--- src/hdl/psg_pkg.sv ---
// Package with shared constants and the attenuation table of the sound generator.
`timescale 1ns / 1ps
`default_nettype none
package psg_pkg;
  localparam int PHASE_FRACTION_BITS = 24;
  localparam int TONE_CHANNELS       = 3;
  localparam int SCALE_W             = 32;
  localparam int DIV_W               = 10;
  localparam int SUM_W               = 19;
  localparam int MAG_W               = 18;
  localparam int RECIP_SHIFT         = 21;
  localparam int RECIP_W             = 19;
  localparam logic [RECIP_W-1:0] RECIP_FIVE = RECIP_W'(419431);
  localparam logic [14:0] LFSR_SEED  = 15'h4000;
  localparam logic [31:0] STEP_SCALE_RESET = 32'd47554790;
  localparam logic [1:0]  NOISE_CH   = 2'd3;
  localparam logic [1:0]  RATE_TONE2 = 2'd3;

  function automatic logic [15:0] amp_q15(input logic [3:0] att);
    logic [15:0] a;
    case (att)
      4'd0:    a = 16'd32768;
      4'd1:    a = 16'd26028;
      4'd2:    a = 16'd20677;
      4'd3:    a = 16'd16423;
      4'd4:    a = 16'd13045;
      4'd5:    a = 16'd10361;
      4'd6:    a = 16'd8231;
      4'd7:    a = 16'd6537;
      4'd8:    a = 16'd5194;
      4'd9:    a = 16'd4125;
      4'd10:   a = 16'd3277;
      4'd11:   a = 16'd2602;
      4'd12:   a = 16'd2068;
      4'd13:   a = 16'd1642;
      4'd14:   a = 16'd1304;
      default: a = 16'd0;
    endcase
    return a;
  endfunction
endpackage
`default_nettype wire

--- src/hdl/psg_in_if.sv ---
// Input channel interface: command and write byte with valid/ready.
`timescale 1ns / 1ps
`default_nettype none
interface psg_in_if;
  logic       valid;
  logic       ready;
  logic       command;
  logic [7:0] write_byte;
  modport source (output valid, command, write_byte, input ready);
  modport sink (input valid, command, write_byte, output ready);
endinterface
`default_nettype wire

--- src/hdl/psg_out_if.sv ---
// Result channel interface: signed sample with valid/ready.
`timescale 1ns / 1ps
`default_nettype none
interface psg_out_if;
  logic               valid;
  logic               ready;
  logic signed [15:0] sample;
  modport source (output valid, sample, input ready);
  modport sink (input valid, sample, output ready);
endinterface
`default_nettype wire

--- src/hdl/psg_three_tone_noise_synth_core.sv ---
// Top level of the three-tone, one-noise sound generator with a shared serial divider.
//
//   channel | dir | signals                         | transfer when
//   in_ch   | in  | command, write_byte             | valid && ready
//   out_ch  | out | sample (Q1.15)                  | valid && ready
//   cfg     | in  | cfg_we, cfg_wdata (step scale)  | cfg_we high
//
// A write byte or a tick command is taken only in S_IDLE. For a tick, each of the
// four channels runs one 32-step restoring division of the step scale through the
// single shared divider, then the mix goes through one multiply for the divide by five.
// Reset (rst_n low, synchronous) restores the control registers but not the datapath.
// A finished sample waits in the output register; a new item is taken meanwhile.
`timescale 1ns / 1ps
`default_nettype none
module psg_three_tone_noise_synth_core
  import psg_pkg::*;
(
  input  wire logic         clk,
  input  wire logic         rst_n,
  psg_in_if.sink            in_ch,
  psg_out_if.source         out_ch,
  input  wire logic         cfg_we,
  input  wire logic [31:0]  cfg_wdata
);
  localparam int PFB   = PHASE_FRACTION_BITS;
  localparam int PSUM_W = SCALE_W + 1;

  typedef enum logic [2:0] {S_IDLE, S_LOAD, S_DIV, S_ACC, S_MUL, S_OUT} state_t;

  state_t                   state_r;
  logic [31:0]              scale_r;
  logic [DIV_W-1:0]         tone_div_r [TONE_CHANNELS];
  logic [3:0]               att_r [4];
  logic [2:0]               noise_ctl_r;
  logic [1:0]               latch_ch_r;
  logic                     latch_vol_r;
  logic [14:0]              lfsr_r;
  logic                     noise_lvl_r;
  logic [PFB-1:0]           phase_r [4];
  logic [1:0]               ch_r;
  logic [4:0]               cnt_r;
  logic [DIV_W-1:0]         rem_r;
  logic [SCALE_W-1:0]       quo_r;
  logic signed [SUM_W-1:0]  sum_r;
  logic                     neg_r;
  logic [MAG_W+RECIP_W-1:0] prod_r;
  logic                     out_valid_r;
  logic signed [15:0]       sample_r;

  // Divider datapath.
  logic [DIV_W-1:0]  div_sel;
  logic [DIV_W:0]    shifted;
  logic              ge;
  logic [DIV_W-1:0]  rem_nxt;
  always_comb begin
    if (ch_r != NOISE_CH) begin
      div_sel = tone_div_r[ch_r];
    end else if (noise_ctl_r[1:0] == RATE_TONE2) begin
      div_sel = tone_div_r[2];
    end else begin
      div_sel = DIV_W'(16) << noise_ctl_r[1:0];
    end
    shifted = {rem_r, quo_r[SCALE_W-1]};
    ge      = shifted >= {1'b0, div_sel};
    rem_nxt = ge ? DIV_W'(shifted - {1'b0, div_sel}) : shifted[DIV_W-1:0];
  end

  // Phase update and level for the channel that just finished dividing.
  logic [PSUM_W-1:0]        psum;
  logic                     wrap;
  logic [14:0]              lfsr_nxt;
  logic                     lvl;
  logic [15:0]              amp;
  logic signed [SUM_W-1:0]  term;
  always_comb begin
    psum     = PSUM_W'(phase_r[ch_r]) + PSUM_W'(quo_r);
    wrap     = |psum[PSUM_W-1:PFB];
    lfsr_nxt = {(noise_ctl_r[2] ? (lfsr_r[0] ^ lfsr_r[1]) : lfsr_r[0]), lfsr_r[14:1]};
    if (ch_r == NOISE_CH) begin
      lvl = wrap ? lfsr_nxt[0] : noise_lvl_r;
    end else begin
      lvl = !psum[PFB-1];
    end
    amp  = amp_q15(att_r[ch_r]);
    term = lvl ? SUM_W'(amp) : -SUM_W'(amp);
  end

  // Rounded divide by five through a reciprocal multiply.
  logic [MAG_W-1:0] mag;
  logic [15:0]      q;
  always_comb begin
    mag = sum_r[SUM_W-1] ? MAG_W'(-sum_r) + MAG_W'(2) : MAG_W'(sum_r) + MAG_W'(2);
    q   = prod_r[RECIP_SHIFT +: 16];
  end

  // Register write decode.
  logic [1:0] w_ch;
  logic       w_vol;
  logic [7:0] b;
  always_comb begin
    b     = in_ch.write_byte;
    w_ch  = b[7] ? b[6:5] : latch_ch_r;
    w_vol = b[7] ? b[4] : latch_vol_r;
  end

  logic [DIV_W-1:0] tone_w;
  always_comb begin
    if (w_ch == NOISE_CH) begin
      tone_w = '0;
    end else if (b[7]) begin
      tone_w = {tone_div_r[w_ch][DIV_W-1:4], b[3:0]};
    end else begin
      tone_w = {b[5:0], tone_div_r[w_ch][3:0]};
    end
    if (tone_w == '0) tone_w = DIV_W'(1);
  end

  wire in_xfer  = in_ch.valid && in_ch.ready;
  wire out_xfer = out_valid_r && out_ch.ready;

  always_ff @(posedge clk) begin
    if (!rst_n) begin
      state_r     <= S_IDLE;
      scale_r     <= STEP_SCALE_RESET;
      for (int i = 0; i < TONE_CHANNELS; i++) tone_div_r[i] <= DIV_W'(1);
      for (int i = 0; i < 4; i++) begin
        att_r[i]   <= 4'hF;
        phase_r[i] <= '0;
      end
      noise_ctl_r <= '0;
      latch_ch_r  <= '0;
      latch_vol_r <= 1'b0;
      lfsr_r      <= LFSR_SEED;
      noise_lvl_r <= 1'b0;
      ch_r        <= '0;
      cnt_r       <= '0;
      out_valid_r <= 1'b0;
    end else begin
      if (cfg_we) scale_r <= cfg_wdata;
      // In S_OUT the output register is reloaded in the cycle its sample is taken.
      if (out_xfer && state_r != S_OUT) out_valid_r <= 1'b0;
      case (state_r)
        S_IDLE: begin
          if (in_xfer) begin
            if (in_ch.command) begin
              ch_r    <= '0;
              sum_r   <= '0;
              state_r <= S_LOAD;
            end else begin
              latch_ch_r  <= w_ch;
              latch_vol_r <= w_vol;
              if (w_vol) begin
                att_r[w_ch] <= b[3:0];
              end else if (w_ch == NOISE_CH) begin
                noise_ctl_r <= b[2:0];
                lfsr_r      <= LFSR_SEED;
              end else begin
                tone_div_r[w_ch] <= tone_w;
              end
            end
          end
        end
        S_LOAD: begin
          rem_r   <= '0;
          quo_r   <= scale_r;
          cnt_r   <= '0;
          state_r <= S_DIV;
        end
        S_DIV: begin
          rem_r <= rem_nxt;
          quo_r <= {quo_r[SCALE_W-2:0], ge};
          cnt_r <= cnt_r + 5'd1;
          if (cnt_r == 5'd31) state_r <= S_ACC;
        end
        S_ACC: begin
          phase_r[ch_r] <= psum[PFB-1:0];
          sum_r         <= sum_r + term;
          if (ch_r == NOISE_CH) begin
            if (wrap) begin
              lfsr_r      <= lfsr_nxt;
              noise_lvl_r <= lfsr_nxt[0];
            end
            state_r <= S_MUL;
          end else begin
            ch_r    <= ch_r + 2'd1;
            state_r <= S_LOAD;
          end
        end
        S_MUL: begin
          prod_r  <= mag * RECIP_FIVE;
          neg_r   <= sum_r[SUM_W-1];
          state_r <= S_OUT;
        end
        S_OUT: begin
          if (!out_valid_r || out_ch.ready) begin
            sample_r    <= neg_r ? -$signed(q) : $signed(q);
            out_valid_r <= 1'b1;
            state_r     <= S_IDLE;
          end
        end
        default: state_r <= S_IDLE;
      endcase
    end
  end

  assign in_ch.ready   = (state_r == S_IDLE);
  assign out_ch.valid  = out_valid_r;
  assign out_ch.sample = sample_r;

  // The noise register can never fall into the all-zero lockup state.
  a_lfsr_nonzero: assert property (@(posedge clk) disable iff (!rst_n) lfsr_r != '0)
    else $error("noise shift register is zero");

  // A zero tone divisor is always replaced by one.
  a_div_nonzero: assert property (@(posedge clk) disable iff (!rst_n)
    tone_div_r[0] != '0 && tone_div_r[1] != '0 && tone_div_r[2] != '0)
    else $error("tone divisor is zero");

  // A register write byte never produces a sample.
  a_write_no_result: assert property (@(posedge clk) disable iff (!rst_n)
    (in_xfer && !in_ch.command) |=> !$rose(out_valid_r))
    else $error("sample produced by a write byte");

  // The divider only runs with a nonzero divisor.
  a_div_sel: assert property (@(posedge clk) disable iff (!rst_n)
    (state_r == S_DIV) |-> div_sel != '0)
    else $error("division by zero");
endmodule
`default_nettype wire
--- src/flat_wrapper.sv ---
// flat-port wrapper written by rule: the top's interface ports become plain ports
module psg_three_tone_noise_synth_core_flat import psg_pkg::*;
  (clk, rst_n, cfg_we, cfg_wdata, in_ch_valid, in_ch_command, in_ch_write_byte, in_ch_ready, out_ch_valid, out_ch_sample, out_ch_ready);
  psg_in_if in_ch_i ();
  psg_out_if out_ch_i ();
  input  wire logic clk;
  input  wire logic rst_n;
  input  wire logic cfg_we;
  input  wire logic [31:0] cfg_wdata;
  input wire logic [$bits(in_ch_i.valid)-1:0] in_ch_valid;
  input wire logic [$bits(in_ch_i.command)-1:0] in_ch_command;
  input wire logic [$bits(in_ch_i.write_byte)-1:0] in_ch_write_byte;
  output wire logic [$bits(in_ch_i.ready)-1:0] in_ch_ready;
  output wire logic [$bits(out_ch_i.valid)-1:0] out_ch_valid;
  output wire logic [$bits(out_ch_i.sample)-1:0] out_ch_sample;
  input wire logic [$bits(out_ch_i.ready)-1:0] out_ch_ready;
  assign in_ch_i.valid = in_ch_valid;
  assign in_ch_i.command = in_ch_command;
  assign in_ch_i.write_byte = in_ch_write_byte;
  assign in_ch_ready = in_ch_i.ready;
  assign out_ch_valid = out_ch_i.valid;
  assign out_ch_sample = out_ch_i.sample;
  assign out_ch_i.ready = out_ch_ready;
  psg_three_tone_noise_synth_core u_core (.clk(clk), .rst_n(rst_n), .in_ch(in_ch_i), .out_ch(out_ch_i), .cfg_we(cfg_we), .cfg_wdata(cfg_wdata));
endmodule
--- config.mk ---
export PLATFORM = sky130hd
export DESIGN_NAME = psg_three_tone_noise_synth_core_flat
export DESIGN_NICKNAME = d
export VERILOG_FILES = /design/src/hdl/psg_pkg.sv /design/src/hdl/psg_in_if.sv /design/src/hdl/psg_out_if.sv /design/src/hdl/psg_three_tone_noise_synth_core.sv /design/src/flat_wrapper.sv
export SDC_FILE = /design/constraint.sdc
export NUM_CORES = 1
export LEC_CHECK = 0
export BUFFER_PORTS_ARGS = -buffer_cell sky130_fd_sc_hd__buf_2
export CORE_MARGIN = 1
export CORE_UTILIZATION = 60
export CTS_BUF_LIST = sky130_fd_sc_hd__clkbuf_2
export DETAILED_ROUTE_END_ITERATION = 8
export PLACE_DENSITY_LB_ADDON = 0.3
export SYNTH_ARGS = -nofsm -noshare
export SYNTH_HDL_FRONTEND = slang
export SYNTH_SLANG_ARGS = --single-unit
--- constraint.sdc ---
create_clock -name clk -period 8.62 [get_ports clk]
set_clock_uncertainty 0.15 [all_clocks]
set_input_delay 1.724 -clock clk [delete_from_list [all_inputs] [get_ports clk]]
set_output_delay 1.724 -clock clk [all_outputs]
set_load 0.01 [all_outputs]
==> results.yml <==
yosys:
  netlist-cell-type-count: 75
  synth_edf_count: 246
  netlist_instances: 2141
  synth_seq_cells: 313
  avgSynthCellArea_um2: 10.3
  synth_top_area_cell: "edfxtp_1"
  syn-cell-area_um2: 22000
  yosysTopAreaCellShare: 0.336
  ys_async_sr_fraction: 0
  synthTopCellsByArea: "edfxtp_1 (34%), ha_1 (11%), fa_1 (9.5%)"
  yosysWarnings: 0
  synth-seq-area-share: 0.397
  synthFlopType: "edfxtp_1"
drt:
  vias_per_cell: 5.75
  ant_nets: 0
  routed_wl_mm: 48.3
  vias: 16000
  first_pass_iters: 7
  wire_per_inst_um: 17.4
  drc: 3
  drtIter0Drc: 1100
floorplan:
  die_h_um: 194
  die_w_um: 194
  initial_core_util: 0.614
  dieArea_um2: 37500
  core_area_um2: 35800
  ioPinCount: 64
  rows: 69
sta:
  slew_viol_final: 0
  tightest_slew_ps: 1100
  period_share: 0.943
  fmax_mhz: 123
  rsz0062_at_grt: "true"
  hold_viol: 0
  setup_violations: 0
  setup_ws_ps: 490
  setup_tns_ps: 0
  min_period_ps: 8130
  slew-limit-headroom: 0.259
worst_setup_path:
  worst_setup_path_start_kind: "flip-flop"
  cp-end-kind: "flip-flop"
  cp_max_fo: 6
  critPathMostFrequentCell: "fa_1"
  slowest_delay_ps: 560
  worst_ep_required_time_ps: 9190
  path_class: "reg2reg"
  critPathArrivalTime_ps: 8700
  cpMaxStageDelayCell: "fa_1"
place:
  portBuffers: 63
  dp.final_hpwl_mm: 35.5
  pre_cts_ws_ps: 120
  place_congestion: 0.923
clocking:
  cts_root_buf: "clkbuf_2"
  clock-sinks: 313
  clockBufferDepth: 3
  hold_buffers: 0
  htreeDepth: 3
  cts_tree: "done"
  clk_pin_slew_ps: 110
  numCtsBuffers: 82
  clk_latency_ps: 990
finish:
  nets: 2593
  multi_input_area_um2: 12100
  final_cell_mix: "inv_1 (246), edfxtp_1 (246), nand2_1 (242), nor2_1 (199), ha_1 (193)"
  syn_to_final_growth_pct: 7.29
  nFillCells: 2779
  seqCellArea_um2: 8730
  layout-drive-gt1-share: 0.129
status:
  violations: "design-rule violations"
  status: "complete, but fails checks"
global_routing:
  gr-usage-all-layers: 0.264
  antenna_found_initial: 1
  grt_pass1_vias: 16100
  grt_pass1_wl_mm: 79.1
  grt_max_degree: 60
  grt-ovfl-total: 0
run:
  drv_cap: 0
min_path:
  hold_class: "reg2reg"
[critical path: cells and delay by family, from the launching register on]
family	cells	cell delay [ps]
AO/OA/AOI/OAI	9	2030
XOR/XNOR	1	230
adder cells (fa/ha/maj)	7	3280
buffers and inverters	5	350
flip-flops	1	440
AND/OR/NAND/NOR	6	1400
[sequential cells by signal, indices dropped and copies added (netlist names), 16 cells and up, named ones only]
name                  count
u_core.quo_r             32
u_core.scale_r           32
u_core.tone_div_r        40
u_core.att_r             16
u_core.sum_r             19
u_core.prod_r            16
u_core.out_ch.sample     16
u_core.phase_r           96
[kinds of logic (layout without fill, tap and decap cells)]
kind of cell	count (synthesis)	in the layout	synth area share
and+or+nand+nor	664	664	0.137
DFF	313	313	0.397
other	1	11	0.000170
xor gates and xnor gates	105	105	0.0418
AOI/OAI and AO/OA	338	338	0.0981
muxes	97	97	0.0656
adders and majority gates	297	297	0.204
buffers and inverters	326	487	0.0570
[cell type report]
class,count,area share
multi-input cells,1511,0.512
flip-flops and latches,313,0.370
inverters,247,0.0393
clock buffers,118,0.0250
well taps,461,0.0244
repair buffers,95,0.0235
clock inverters,27,0.00615
diodes,1,0.000106
[cell usage after synthesis (all sizes together), types with 4 or more instances]
cell type,count
a211oi,12
a21boi,10
a21o,19
a21oi,104
a22oi,18
a2bb2oi,4
a31oi,5
a41oi,5
and2,18
and3,18
buf,22
clkbuf,57
dfxtp,67
edfxtp,246
fa,104
ha,193
inv,247
mux2,8
mux2i,52
mux4,37
nand2,242
nand2b,22
nand3,28
nand4,19
nor2,201
nor2b,47
nor3,29
o211ai,10
o21a,10
o21ai,79
o21bai,11
o22ai,6
o31a,5
o31ai,14
or2,11
or3,15
or4,6
xnor2,71
xor2,34
[path summary, 6_finish.rpt]
check / startpoint / end / slack [ps] / cells past startpoint
worst min register to register: u_core.latch_vol_r$_SDFFE_PN0P_ / u_core.latch_vol_r$_SDFFE_PN0P_ / 330 / 2
worst min-delay path: u_core.latch_vol_r$_SDFFE_PN0P_ / u_core.latch_vol_r$_SDFFE_PN0P_ / 330 / 2
worst max-delay path: u_core.sum_r[4]$_SDFFCE_PN0P_ / u_core.prod_r[31]$_DFFE_PP_ / 490 / 28
worst max register to register: u_core.sum_r[4]$_SDFFCE_PN0P_ / u_core.prod_r[31]$_DFFE_PP_ / 490 / 28
[what timing repair did]
item,CTS,global route
setup endpoints to repair,0,8
buffers inserted,0,1
gates resized for setup,0,5
[metal layers]
| metal | up-vias | global-route usage | wire [µm] |
|---|---|---|---|
| met1 | 7705 | 0.328 | 20200 |
| met4 | 0 | 0.105 | 1170 |
| met3 | 88 | 0.0368 | 2750 |
| met2 | 501 | 0.465 | 24200 |
| li1 | 7659 | - | - |
| met5 | - | 0 | 0 |
[stage by stage]
step                cells   util  hold WS (ps)  cell area, µm²
global placement     2626  0.638           301           22900
finish               2773  0.659           326           23600
CTS                  2771  0.659           328           23600
detailed placement   2626  0.638           313           22900
global route         2773  0.659           364           23600
floorplan            2150      -           274           22000
Power is not shown: default switching activity piles up to over one toggle a cycle in this logic, so the estimate is an artifact.
